--- config.mk ---
export PLATFORM = sky130hd
export DESIGN_NAME = lut_linear_interpolator_flat
export DESIGN_NICKNAME = d
export VERILOG_FILES = /design/src/rtl/core/lli_pkg.sv /design/src/rtl/core/lli_if.sv /design/src/rtl/core/lut_linear_interpolator.sv /design/src/flat_wrapper.sv
export SDC_FILE = /design/constraint.sdc
export NUM_CORES = 1
export LEC_CHECK = 0
export ABC_AREA = 0
export BUFFER_PORTS_ARGS = -buffer_cell sky130_fd_sc_hd__buf_4
export CORE_MARGIN = 8
export CORE_UTILIZATION = 50
export CTS_BUF_LIST = sky130_fd_sc_hd__clkbuf_4
export DETAILED_ROUTE_END_ITERATION = 8
export PLACE_DENSITY = 0.69
export SETUP_SLACK_MARGIN = 0.5
export SLEW_MARGIN = 20
export SYNTH_ARGS = -nofsm -noshare
export SYNTH_HDL_FRONTEND = slang
export SYNTH_SLANG_ARGS = --single-unit
--- constraint.sdc ---
create_clock -name clk -period 8.3 [get_ports clk]
set_input_delay 0.83 -clock clk [delete_from_list [all_inputs] [get_ports clk]]
set_output_delay 0.83 -clock clk [all_outputs]
set_load 0.01 [all_outputs]
--- src/rtl/core/lli_pkg.sv ---
`timescale 1ns / 1ps

package lli_pkg;

  localparam int VOLT_W        = 16;
  localparam int CODE_W        = 12;
  localparam int TABLE_ENTRIES = 18;
  localparam int IDX_W         = $clog2(TABLE_ENTRIES);

  // Breakpoints sit one volt apart, so every segment spans VOLT_STEP in Q8.8.
  localparam int VOLT_FIRST = 512;
  localparam int STEP_LOG2  = 8;
  localparam int VOLT_STEP  = 1 << STEP_LOG2;
  localparam int HALF_STEP  = VOLT_STEP / 2;
  localparam int PROD_W     = STEP_LOG2 + CODE_W;

  // Calibration codes, rising with voltage.
  localparam logic [CODE_W-1:0] CAL_CODE [TABLE_ENTRIES] = '{
    12'd320,  12'd470,  12'd625,  12'd785,  12'd950,  12'd1125,
    12'd1330, 12'd1518, 12'd1680, 12'd1820, 12'd1970, 12'd2110,
    12'd2212, 12'd2295, 12'd2445, 12'd2595, 12'd2745, 12'd2900
  };

  localparam logic [IDX_W-1:0] IDX_LAST = IDX_W'(TABLE_ENTRIES - 1);

  function automatic logic [VOLT_W-1:0] volt_at(input logic [IDX_W-1:0] idx);
    return VOLT_W'(VOLT_FIRST + (int'(idx) << STEP_LOG2));
  endfunction

  // Register indexes on the configuration port.
  localparam logic REG_REF_MIN = 1'b0;
  localparam logic REG_REF_MAX = 1'b1;

  localparam logic [VOLT_W-1:0] REF_MIN_RESET = 16'd512;
  localparam logic [VOLT_W-1:0] REF_MAX_RESET = 16'd4864;

  // Microcode
  localparam int STEP_W = 3;

  typedef enum logic [2:0] {
    OP_ACCEPT,
    OP_CLAMP,
    OP_RANGE,
    OP_SEARCH,
    OP_MUL,
    OP_ROUND,
    OP_WRITE,
    OP_NOP
  } op_t;

  typedef enum logic [2:0] {
    COND_NEVER,
    COND_ALWAYS,
    COND_NO_INPUT,
    COND_OUTSIDE,
    COND_SEARCH_MORE,
    COND_OUT_BUSY
  } cond_t;

  typedef struct packed {
    op_t               op;
    cond_t             cond;
    logic [STEP_W-1:0] target;
  } uword_t;

  localparam logic [STEP_W-1:0] ST_ACCEPT = 3'd0;
  localparam logic [STEP_W-1:0] ST_SEARCH = 3'd3;
  localparam logic [STEP_W-1:0] ST_WRITE  = 3'd6;

  localparam uword_t UCODE [1 << STEP_W] = '{
    '{op: OP_ACCEPT, cond: COND_NO_INPUT,    target: ST_ACCEPT},
    '{op: OP_CLAMP,  cond: COND_NEVER,       target: ST_ACCEPT},
    '{op: OP_RANGE,  cond: COND_OUTSIDE,     target: ST_WRITE},
    '{op: OP_SEARCH, cond: COND_SEARCH_MORE, target: ST_SEARCH},
    '{op: OP_MUL,    cond: COND_NEVER,       target: ST_ACCEPT},
    '{op: OP_ROUND,  cond: COND_NEVER,       target: ST_ACCEPT},
    '{op: OP_WRITE,  cond: COND_OUT_BUSY,    target: ST_WRITE},
    '{op: OP_NOP,    cond: COND_ALWAYS,      target: ST_ACCEPT}
  };

endpackage

--- src/rtl/core/lli_if.sv ---
`timescale 1ns / 1ps

interface lli_in_if;
  logic                       valid;
  logic                       ready;
  logic [lli_pkg::VOLT_W-1:0] voltage_request;

  modport source (output valid, output voltage_request, input ready);
  modport sink   (input valid, input voltage_request, output ready);
endinterface

interface lli_out_if;
  logic                       valid;
  logic                       ready;
  logic [lli_pkg::CODE_W-1:0] adc_reference;

  modport source (output valid, output adc_reference, input ready);
  modport sink   (input valid, input adc_reference, output ready);
endinterface

--- src/rtl/core/lut_linear_interpolator.sv ---
`timescale 1ns / 1ps
// Voltage request (Q8.8) to 12-bit ADC reference code by table interpolation.
// Steps: accept, clamp and range check; a clamped value off either end of the table
//   goes straight to the write step, else binary search, multiply, round and write.
// Throughput: one item per microcode pass; no new item is taken before the pass is back
//   at the accept step, and a result not yet taken holds the pass at the write step.
// Reset (rst, synchronous): step 0, output empty, ref_min = 2.0 V, ref_max = 19.0 V.
module lut_linear_interpolator (
  input  logic              clk,
  input  logic              rst,
  lli_in_if.sink            in_ch,
  lli_out_if.source         out_ch,
  input  logic              psel,
  input  logic              penable,
  input  logic              pwrite,
  input  logic [2:0]        paddr,
  input  logic [31:0]       pwdata,
  output logic [31:0]       prdata,
  output logic              pready
);

  localparam int IW = lli_pkg::IDX_W;
  localparam int VW = lli_pkg::VOLT_W;
  localparam int CW = lli_pkg::CODE_W;
  localparam int PW = lli_pkg::PROD_W;

  // ---------------- configuration registers ----------------
  logic [VW-1:0] ref_min;
  logic [VW-1:0] ref_max;
  logic          reg_sel;

  assign pready  = 1'b1;
  assign reg_sel = paddr[2];   // registers at byte addresses 0 and 4; only paddr[2] is decoded

  always_ff @(posedge clk) begin
    if (rst) begin
      ref_min <= lli_pkg::REF_MIN_RESET;
      ref_max <= lli_pkg::REF_MAX_RESET;
    end else if (psel && penable && pwrite && pready) begin
      if (reg_sel == lli_pkg::REG_REF_MIN) begin
        ref_min <= pwdata[VW-1:0];
      end else begin
        ref_max <= pwdata[VW-1:0];
      end
    end
  end

  always_comb begin
    if (reg_sel == lli_pkg::REG_REF_MIN) begin
      prdata = {16'd0, ref_min};
    end else begin
      prdata = {16'd0, ref_max};
    end
  end

  // ---------------- sequencer ----------------
  logic [lli_pkg::STEP_W-1:0] step;
  logic [lli_pkg::STEP_W-1:0] step_next;
  lli_pkg::uword_t            uw;

  assign uw = lli_pkg::UCODE[step];

  // ---------------- datapath ----------------
  logic [VW-1:0] volt;        // request, then clamped request
  logic [IW-1:0] lo;
  logic [IW-1:0] hi;
  logic [PW-1:0] prod;        // dv * dc
  logic [CW-1:0] res;
  logic [CW-1:0] out_code;
  logic          out_valid;

  logic [IW-1:0]   mid;
  logic            search_more;
  logic            below, above;
  logic            out_busy;
  logic [lli_pkg::STEP_LOG2-1:0] dv;
  logic [CW-1:0]   dc;
  logic [PW:0]     rounded;

  assign mid         = IW'(({1'b0, lo} + {1'b0, hi}) >> 1);
  assign search_more = ({1'b0, lo} + 1'b1) < {1'b0, hi};
  assign below       = volt <= lli_pkg::volt_at('0);
  assign above       = volt >= lli_pkg::volt_at(lli_pkg::IDX_LAST);
  assign out_busy    = out_valid && !out_ch.ready;

  // Inside a segment v - V[lo] stays below one step, so its low bits are all of it.
  assign dv      = lli_pkg::STEP_LOG2'(volt - lli_pkg::volt_at(lo));
  assign dc      = lli_pkg::CAL_CODE[hi] - lli_pkg::CAL_CODE[lo];
  // (2*dv*dc + den) / (2*den) with den = one step: round half up, then shift.
  assign rounded = {1'b0, prod} + (PW + 1)'(lli_pkg::HALF_STEP);

  // no item is taken while reset holds the program at step 0
  assign in_ch.ready = (uw.op == lli_pkg::OP_ACCEPT) && !rst;

  // jump decision
  always_comb begin
    logic take;
    take = 1'b0;
    case (uw.cond)
      lli_pkg::COND_NEVER:       take = 1'b0;
      lli_pkg::COND_ALWAYS:      take = 1'b1;
      lli_pkg::COND_NO_INPUT:    take = !in_ch.valid;
      lli_pkg::COND_OUTSIDE:     take = below || above;
      lli_pkg::COND_SEARCH_MORE: take = search_more;
      lli_pkg::COND_OUT_BUSY:    take = out_busy;
      default:                   take = 1'b0;
    endcase
    step_next = take ? uw.target : step + 1'b1;
  end

  always_ff @(posedge clk) begin
    if (rst) begin
      step <= lli_pkg::ST_ACCEPT;
    end else begin
      step <= step_next;
    end
  end

  always_ff @(posedge clk) begin
    case (uw.op)
      lli_pkg::OP_ACCEPT: begin
        volt <= in_ch.voltage_request;
        lo   <= '0;
        hi   <= lli_pkg::IDX_LAST;
      end
      lli_pkg::OP_CLAMP: begin
        // upper limit wins when the limits cross
        if (volt > ref_max) begin
          volt <= ref_max;
        end else if (volt < ref_min) begin
          volt <= ref_min;
        end
      end
      lli_pkg::OP_RANGE: begin
        if (below) begin
          res <= lli_pkg::CAL_CODE[0];
        end else if (above) begin
          res <= lli_pkg::CAL_CODE[lli_pkg::IDX_LAST];
        end
      end
      lli_pkg::OP_SEARCH: begin
        if (search_more) begin
          if (volt < lli_pkg::volt_at(mid)) begin
            hi <= mid;
          end else begin
            lo <= mid;
          end
        end
      end
      lli_pkg::OP_MUL: begin
        prod <= PW'(dv) * PW'(dc);
      end
      lli_pkg::OP_ROUND: begin
        res <= lli_pkg::CAL_CODE[lo] + CW'(rounded >> lli_pkg::STEP_LOG2);
      end
      default: begin
      end
    endcase
  end

  // ---------------- output register ----------------
  always_ff @(posedge clk) begin
    if (rst) begin
      out_valid <= 1'b0;
    end else if (uw.op == lli_pkg::OP_WRITE && !out_busy) begin
      out_valid <= 1'b1;
    end else if (out_ch.ready) begin
      out_valid <= 1'b0;
    end
  end

  always_ff @(posedge clk) begin
    if (uw.op == lli_pkg::OP_WRITE && !out_busy) begin
      out_code <= res;
    end
  end

  assign out_ch.valid         = out_valid;
  assign out_ch.adc_reference = out_code;

endmodule

--- src/flat_wrapper.sv ---
// flat-port wrapper written by rule: the top's interface ports become plain ports
module lut_linear_interpolator_flat 
  (clk, rst, psel, penable, pwrite, paddr, pwdata, prdata, pready, in_ch_valid, in_ch_voltage_request, in_ch_ready, out_ch_valid, out_ch_adc_reference, out_ch_ready);
  lli_in_if in_ch_i ();
  lli_out_if out_ch_i ();
  input  logic clk;
  input  logic rst;
  input  logic psel;
  input  logic penable;
  input  logic pwrite;
  input  logic [2:0] paddr;
  input  logic [31:0] pwdata;
  output logic [31:0] prdata;
  output logic pready;
  input wire logic [$bits(in_ch_i.valid)-1:0] in_ch_valid;
  input wire logic [$bits(in_ch_i.voltage_request)-1:0] in_ch_voltage_request;
  output wire logic [$bits(in_ch_i.ready)-1:0] in_ch_ready;
  output wire logic [$bits(out_ch_i.valid)-1:0] out_ch_valid;
  output wire logic [$bits(out_ch_i.adc_reference)-1:0] out_ch_adc_reference;
  input wire logic [$bits(out_ch_i.ready)-1:0] out_ch_ready;
  assign in_ch_i.valid = in_ch_valid;
  assign in_ch_i.voltage_request = in_ch_voltage_request;
  assign in_ch_ready = in_ch_i.ready;
  assign out_ch_valid = out_ch_i.valid;
  assign out_ch_adc_reference = out_ch_i.adc_reference;
  assign out_ch_i.ready = out_ch_ready;
  lut_linear_interpolator u_core (.clk(clk), .rst(rst), .in_ch(in_ch_i), .out_ch(out_ch_i), .psel(psel), .penable(penable), .pwrite(pwrite), .paddr(paddr), .pwdata(pwdata), .prdata(prdata), .pready(pready));
endmodule
==> results.md, run 1 <==
* Average vias per placed instance at 5.38
* Max Cap Violations at 0
* Fin Clk Skew at 0.0308 ns
* Die Footprint at 0.0260 sq mm
* IO Pins at 105
* Wire length of the first global-routing pass at 41.0 mm
* Routed Antenna Nets at 0
* Fraction of the yosys area taken by sequential cells at 24.7%
* Setup repair after global routing missed its margin: false
* Number of enable flip-flop cells after synthesis at 63
* Summed instance area of the synthesized netlist at 0.0106 sq mm
* Share of the cycle needed by the critical path after routing at 90.8%
* Number of inserted diodes at 0
* Core Util, Final at 55.2%
* Core Footprint at 0.0209 sq mm
* Final routed wirelength across all metal layers at 24.7 mm
* Number of buffers created by CTS at 9
* Total negative slack for setup checks at 0 ns
* Filler cell count in the final layout at 1933
* Layout area overhead at 9.16%
* DR vias at 8310
* CTS tree: built
* Initial DRT Pass Iterations at 6
* Reg2Reg Setup Slack at 0.77 ns
* Remaining global-route overflow at 0
* # clock sinks at 99
* Total count of max-transition violations in the final report at 0
* Count of state elements after synthesis at 99
* Total routing usage reported by global routing at 19.0%
* Worst rel slew slack at 31.5%
* Finish-stage setup viols at 0
* Total cell area at the placement stage at 0.0113 sq mm
* Total number of H-tree levels at 3
* Area of all placed cells without fillers at 0.0115 sq mm
* Post-route minimum period at 7.53 ns
* Buffers from clock root to sink, at most at 2
* Maximum fanout along the worst path at 16
* Count of buffers from port buffering at 69
* Antenna violations before repair at 0
* Yosys cell types at 89
* Top FF cell, synth: sky130_fd_sc_hd__edfxtp_1
* Final layout net count at 1510
* Sort of element at the end of the critical path: register
* Post-DP HPWL at 19.2 mm
* Async set-or-reset flop fraction in the synthesized netlist at 0%
* Chip Height at 161 microns
* Placer congestion estimate at 0.873
* Largest net degree at the start of global routing at 38
* Required time of the critical path at 8.53 ns
* Crit path DAT at 7.76 ns
* Run status: finished clean
* Cell count after synthesis at 1203
* Critical path start-end classification: reg -> reg
* Yosys warns at 0
* Fraction of final layout cells with drive strength greater than 1 at 11.8%
* DRC violation count after routing at 0
* Max Freq at 0.133 GHz
* FP Rows at 53
* Final Hold Fails at 0
* Iter 0 DRT Violations at 488
* Root buf cell: sky130_fd_sc_hd__clkbuf_4
* Per-cell routed wire length at 16.0 microns
* Skew-Pair Late Insertion Delay at 0.49 ns
* Mapped Avg Cell Area at 8.78 sq um
* Worst hold path class: reg -> reg
* Initial core utilization at 50.6%
* Critical Path Start Type: register
* Clock slew at the register clock pins of the worst setup and hold paths at 0.18 ns
* Worst-margin pin slew at 1.02 ns
* Width of the die at 161 microns
* Via count of the first global-routing pass at 8196
-- layout make-up --
class / instances / area, sq um / area share [%]
multi-input cells: 907 / 7160 / 62.1
flip-flops and latches: 99 / 2610 / 22.7
repair buffers: 92 / 691 / 5.99
inverters: 156 / 586 / 5.08
well taps: 275 / 344 / 2.98
clock inverters: 7 / 72.6 / 0.629
clock buffers: 9 / 67.6 / 0.586
-- flip-flops by register name, indices dropped and copies added (netlist names) --
signal and cells:
u_core.hi 5, u_core.out_ch.valid 1, u_core.out_ch.adc_reference 12, u_core.volt 16
u_core.res 12, u_core.lo 5, u_core.prod 13, u_core.ref_min 16
u_core.step 3, u_core.ref_max 16
-- critical path, cell delays in order, from the launching register on --
cell                       delay, ns
sky130_fd_sc_hd__edfxtp_1       0.65
sky130_fd_sc_hd__buf_4          0.31
sky130_fd_sc_hd__nand2b_1       0.21
sky130_fd_sc_hd__a21oi_1        0.09
sky130_fd_sc_hd__o31a_1         0.33
sky130_fd_sc_hd__ha_1           0.24
sky130_fd_sc_hd__fa_1           0.44
sky130_fd_sc_hd__o311ai_2       0.43
sky130_fd_sc_hd__a31o_2         0.23
sky130_fd_sc_hd__a21oi_2        0.07
sky130_fd_sc_hd__xnor2_2        0.35
sky130_fd_sc_hd__nand2_1        0.14
sky130_fd_sc_hd__fa_1           0.54
sky130_fd_sc_hd__inv_1          0.05
sky130_fd_sc_hd__fa_1           0.48
sky130_fd_sc_hd__fa_1           0.56
sky130_fd_sc_hd__inv_1          0.06
sky130_fd_sc_hd__fa_1           0.52
sky130_fd_sc_hd__inv_1          0.04
sky130_fd_sc_hd__ha_1           0.32
sky130_fd_sc_hd__o21a_1         0.13
sky130_fd_sc_hd__o21ai_0        0.06
sky130_fd_sc_hd__nand2b_1       0.09
sky130_fd_sc_hd__and2_1         0.17
sky130_fd_sc_hd__o221ai_1       0.17
sky130_fd_sc_hd__a221oi_2       0.33
sky130_fd_sc_hd__a21oi_1        0.13
sky130_fd_sc_hd__xnor2_1        0.13
-- per-stage QoR --
stage	std cells	setup slack (ns)	hold slack (ns)
after floorplan	1218	1.28	0.400
after global placement	1519	0.616	0.402
after detailed placement	1519	0.504	0.407
after CTS	1536	0.528	0.447
after global routing	1545	0.456	0.460
final	1545	0.767	0.434
-- cell usage after synthesis (15+ instances only) --
library cell               number  area, sq um
sky130_fd_sc_hd__nand3_1       16         80.1
sky130_fd_sc_hd__nor2b_1       22          138
sky130_fd_sc_hd__dfxtp_1       36          721
sky130_fd_sc_hd__inv_1        154          578
sky130_fd_sc_hd__a21oi_1       74          370
sky130_fd_sc_hd__clkbuf_1      32          120
sky130_fd_sc_hd__buf_4         18          135
sky130_fd_sc_hd__mux2i_1       23          230
sky130_fd_sc_hd__edfxtp_1      63         1890
sky130_fd_sc_hd__nand2b_1      15         93.8
sky130_fd_sc_hd__nor3_1        16         80.1
sky130_fd_sc_hd__nor2_1        57          214
sky130_fd_sc_hd__and2_1        59          369
sky130_fd_sc_hd__xnor2_1       43          377
sky130_fd_sc_hd__fa_1          62         1240
sky130_fd_sc_hd__nand2_1      155          582
sky130_fd_sc_hd__ha_1         125         1560
sky130_fd_sc_hd__o21ai_0       61          305
-- path summary, 6_finish.rpt --
| check | to | cells past startpoint | startpoint |
|---|---|---|---|
| worst max-delay path | u_core.prod[19]$_DFFE_PN_ | 27 | u_core.lo[3]$_SDFFCE_PN0P_ |
| worst max register to register | u_core.prod[19]$_DFFE_PN_ | 27 | u_core.lo[3]$_SDFFCE_PN0P_ |
| worst min register to register | u_core.out_ch.adc_reference[6]$_DFFE_PP_ | 0 | u_core.res[6]$_SDFFCE_PN1P_ |
| worst min-delay path | u_core.out_ch.adc_reference[6]$_DFFE_PP_ | 0 | u_core.res[6]$_SDFFCE_PN1P_ |
-- routing by layer --
metal	vias to the layer above	share of wire [%]	track usage, %
met5	-	0	0
met4	0	1.6	4.63
met3	27	4.4	2.90
met2	216	47	31.1
met1	3934	47	25.9
li1	4133	-	-
-- cells in the final DEF, fill, tap and decap left out, types with 3 or more instances in the layout --
cell	instances
sky130_fd_sc_hd__nand2_1	154
sky130_fd_sc_hd__inv_1	154
sky130_fd_sc_hd__ha_1	125
sky130_fd_sc_hd__buf_4	92
sky130_fd_sc_hd__a21oi_1	74
sky130_fd_sc_hd__edfxtp_1	63
sky130_fd_sc_hd__fa_1	62
sky130_fd_sc_hd__o21ai_0	60
sky130_fd_sc_hd__and2_1	59
sky130_fd_sc_hd__nor2_1	57
sky130_fd_sc_hd__xnor2_1	40
sky130_fd_sc_hd__dfxtp_1	36
sky130_fd_sc_hd__mux2i_1	23
sky130_fd_sc_hd__nor2b_1	22
sky130_fd_sc_hd__conb_1	17
sky130_fd_sc_hd__nor3_1	16
sky130_fd_sc_hd__nand3_1	16
sky130_fd_sc_hd__nand2b_1	15
sky130_fd_sc_hd__xor2_1	10
sky130_fd_sc_hd__o21a_1	9
sky130_fd_sc_hd__nand4_1	9
sky130_fd_sc_hd__nor3b_1	9
sky130_fd_sc_hd__clkbuf_4	9
sky130_fd_sc_hd__a211oi_1	8
sky130_fd_sc_hd__a21o_1	8
sky130_fd_sc_hd__a31oi_1	8
sky130_fd_sc_hd__a211o_1	8
sky130_fd_sc_hd__and3_1	7
sky130_fd_sc_hd__o31ai_1	6
sky130_fd_sc_hd__xnor2_2	5
sky130_fd_sc_hd__mux2_2	4
sky130_fd_sc_hd__or2_2	4
sky130_fd_sc_hd__a21boi_0	4
sky130_fd_sc_hd__nor4_1	3
sky130_fd_sc_hd__o21bai_1	3
sky130_fd_sc_hd__o211ai_1	3
sky130_fd_sc_hd__o21ai_1	3
sky130_fd_sc_hd__inv_6	3
-- cells by family after synthesis --
family                     Yosys count  synth area share, %
AOI/OAI and AO/OA                  228                 14.3
xor gates and xnor gates            55                 4.70
adders and majority gates          188                 26.7
buffers and inverters              212                 8.34
DFF                                 99                 24.7
muxes                               29                 2.93
other                                2               0.0711
and+or+nand+nor                    390                 18.3
-- what timing repair did --
item	4_1_cts	5_1_grt
endpoints found under the setup margin	1	5
pin swaps	0	5
hold buffers	0	0
gates cloned	0	0
endpoints found under the hold margin	0	0
buffers inserted	1	9
resized for setup	0	4
Power of run 1 is not shown: default switching activity piles up to over one toggle a cycle in this logic, so the estimate is an artifact.
==> run 2: changes to the inputs <==
==> constraint.sdc (replaced) <==
create_clock -name clk -period 8.3 [get_ports clk]
set_input_delay 0.415 -clock clk [delete_from_list [all_inputs] [get_ports clk]]
set_output_delay 0.415 -clock clk [all_outputs]
set_load 0.01 [all_outputs]
==> run 2 against run 1 <==
- highest routed layer unchanged
- final cell count about the same
- utilization about the same
- critical endpoint unchanged
- global-route usage about the same
- maximum frequency increased by 2.1%
- hold slack got worse by 0.33 ns
- register-to-register slack improved by 0.15 ns
- worst setup slack improved by 0.15 ns
- critical path depth increased by 3
- via count increased by 0.51%
- routed wire length decreased by 0.33%
- critical path type unchanged
- count of clock-buffer cells in the layout unchanged
==> results.md, run 2 (synthesis gave the netlist of run 1 again) <==
* Run status: finished clean
* Cell repeated most along the worst path: sky130_fd_sc_hd__fa_1
* Initial core utilization at 50.6% (unchanged)
* FP Rows at 53 (unchanged)
* Max Cap Violations at 0 (unchanged)
* Critical path start-end classification: reg -> reg
* CTS tree: built
* Maximum fanout along the worst path at 11 (-5)
* Worst-margin pin slew at 1.10 ns (+0.0796 ns)
* Total number of H-tree levels at 3 (unchanged)
* Worst hold path class: in -> reg
* Total routing usage reported by global routing at 19.0% (about the same)
* Layout area overhead at 9.10% (about the same)
* Routed Antenna Nets at 0 (unchanged)
* Placer congestion estimate at 0.878 (+0.55%)
* Hold path cells at 2 (+2)
* DR vias at 8352 (+0.51%)
* Fraction of final layout cells with drive strength greater than 1 at 11.7% (-0.079 points)
* Setup repair after global routing missed its margin: false
* Final layout net count at 1510 (unchanged)
* Worst rel slew slack at 26.2% (-5.3 points)
* Wire length of the first global-routing pass at 40.8 mm (-0.34%)
* Total negative slack for setup checks at 0 ns (unchanged)
* Final Hold Fails at 0 (unchanged)
* Remaining global-route overflow at 0 (unchanged)
* Sort of element at the end of the critical path: register
* Share of the cycle needed by the critical path after routing at 88.9% (-1.9 points)
* CTS hold repair buffers at 0 (unchanged)
* Crit path DAT at 7.65 ns (-0.11 ns)
* Final routed wirelength across all metal layers at 24.6 mm (-0.33%)
* Required time of the critical path at 8.57 ns (+0.04 ns)
* Per-cell routed wire length at 15.9 microns (-0.40%)
* Startpoint of the lowest-slack hold path: pwdata[12]
* Total count of max-transition violations in the final report at 0 (unchanged)
* Slowest stage delay, CP at 0.54 ns (-0.11 ns)
* Post-DP HPWL at 19.3 mm (+0.65%)
* Die Footprint at 0.0260 sq mm (unchanged)
* R2r startpoint: u_core.lo[0]$_SDFFCE_PN0P_
* Chip Height at 161 microns (unchanged)
* Reg2Reg Setup Slack at 0.92 ns (+0.15 ns)
* Worst min-delay path endpoint: u_core.ref_max[12]$_SDFFE_PP1P_
* Count of buffers from port buffering at 69 (unchanged)
* Initial DRT Pass Iterations at 4 (-2)
* Root buf cell: sky130_fd_sc_hd__clkbuf_4
* Finish-stage setup viols at 0 (unchanged)
* # clock sinks at 99 (unchanged)
* Buffers from clock root to sink, at most at 2 (unchanged)
* DRC violation count after routing at 0 (unchanged)
* Max Freq at 0.136 GHz (+2.1%)
* Worst path slowest cell: sky130_fd_sc_hd__fa_1
* Worst reg2reg path endpoint: u_core.prod[19]$_DFFE_PN_
* Iter 0 DRT Violations at 452 (-7.4%)
* Most common cell after layout, fill and taps aside: sky130_fd_sc_hd__nand2_1
* Skew-Pair Late Insertion Delay at 0.50 ns (about the same)
* Critical Path Start Type: register
* Leading cell types in the layout, fill and taps excluded: sky130_fd_sc_hd__nand2_1 (155), sky130_fd_sc_hd__inv_1 (154), sky130_fd_sc_hd__ha_1 (125)
* Average vias per placed instance at 5.40 (+0.44%)
* Largest registers ranked by flip-flop count: u_core.ref_max x16, u_core.ref_min x16, u_core.volt x16
* Clock slew at the register clock pins of the worst setup and hold paths at 0.19 ns (about the same)
* Core Footprint at 0.0209 sq mm (unchanged)
* Width of the die at 161 microns (unchanged)
* Reg2reg path depth at 30 (+11%)
* Largest net degree at the start of global routing at 38 (unchanged)
* Antenna violations before repair at 1 (+1)
* Via count of the first global-routing pass at 8319 (+1.5%)
* Filler cell count in the final layout at 1971 (+2.0%)
* Post-route minimum period at 7.38 ns (-0.154 ns)
* Number of buffers created by CTS at 9 (unchanged)
* IO Pins at 105 (unchanged)
* Fin Clk Skew at 0.0352 ns (+0.00444 ns)
run 2: layer usage:
layer	up-vias	share of wire, %	GRT usage, %	routed length, microns
met5	-	0	0	0
met4	0	1.8	5.26	453
met3	29	4.9	3.51	1210
met2	206	47	31.3	11500
met1	3975	47	25.1	11500
li1	4142	-	-	-
run 2: how the worst max path moves through the flow:
stage | startpoint | to | slack [ns] | cells after the start
detailed placement | u_core.lo[1]$_SDFFCE_PN0P_ | u_core.prod[19]$_DFFE_PN_ | 0.54 | 29
floorplan | u_core.lo[0]$_SDFFCE_PN0P_ | u_core.prod[19]$_DFFE_PN_ | 1.28 | 30
finish | u_core.lo[0]$_SDFFCE_PN0P_ | u_core.prod[19]$_DFFE_PN_ | 0.92 | 30
CTS | u_core.lo[1]$_SDFFCE_PN0P_ | u_core.prod[19]$_DFFE_PN_ | 0.51 | 29
global route | u_core.lo[0]$_SDFFCE_PN0P_ | u_core.prod[19]$_DFFE_PN_ | 0.49 | 30
global placement | u_core.lo[1]$_SDFFCE_PN0P_ | u_core.prod[19]$_DFFE_PN_ | 0.63 | 29
run 2: final cells by class:
class                   count  area (sq um)  area share (%)
inverters                 156           586            5.08
clock inverters             7          67.6           0.586
clock buffers               9          67.6           0.586
flip-flops and latches     99          2610            22.7
well taps                 275           344            2.99
diodes                      1          2.50          0.0217
repair buffers             92           691            5.99
multi-input cells         907          7150            62.1
run 2: stage by stage:
step	util (%)	cells	hold WS [ns]	instance area [sq um]	setup WS, ns
4_1_cts	54.7	1535	0.0759	11400	0.509
2_1_floorplan	-	1218	0.400	10600	1.28
6_report	55.2	1546	0.109	11500	0.921
3_3_place_gp	54.0	1519	0.400	11300	0.633
5_1_grt	55.2	1546	0.0739	11500	0.491
3_5_place_dp	54.0	1519	0.405	11300	0.544
run 2: what timing repair did:
action / CTS / global route
gates resized for setup: 0 / 4
buffers inserted: 0 / 10
endpoints found under the hold margin: 0 / 0
setup endpoints to repair: 0 / 5
run 2: worst max-delay path: cells and delay by family (launching register included):
| family | cells | cell delay, ns |
|---|---|---|
| compound gates | 9 | 1.46 |
| xor+xnor | 2 | 0.24 |
| flops | 1 | 0.42 |
| fa+ha+maj | 7 | 2.95 |
| simple gates | 4 | 0.74 |
| buf+inv | 6 | 0.75 |
| mux | 2 | 0.59 |
Power of run 2 is left out for the same reason.
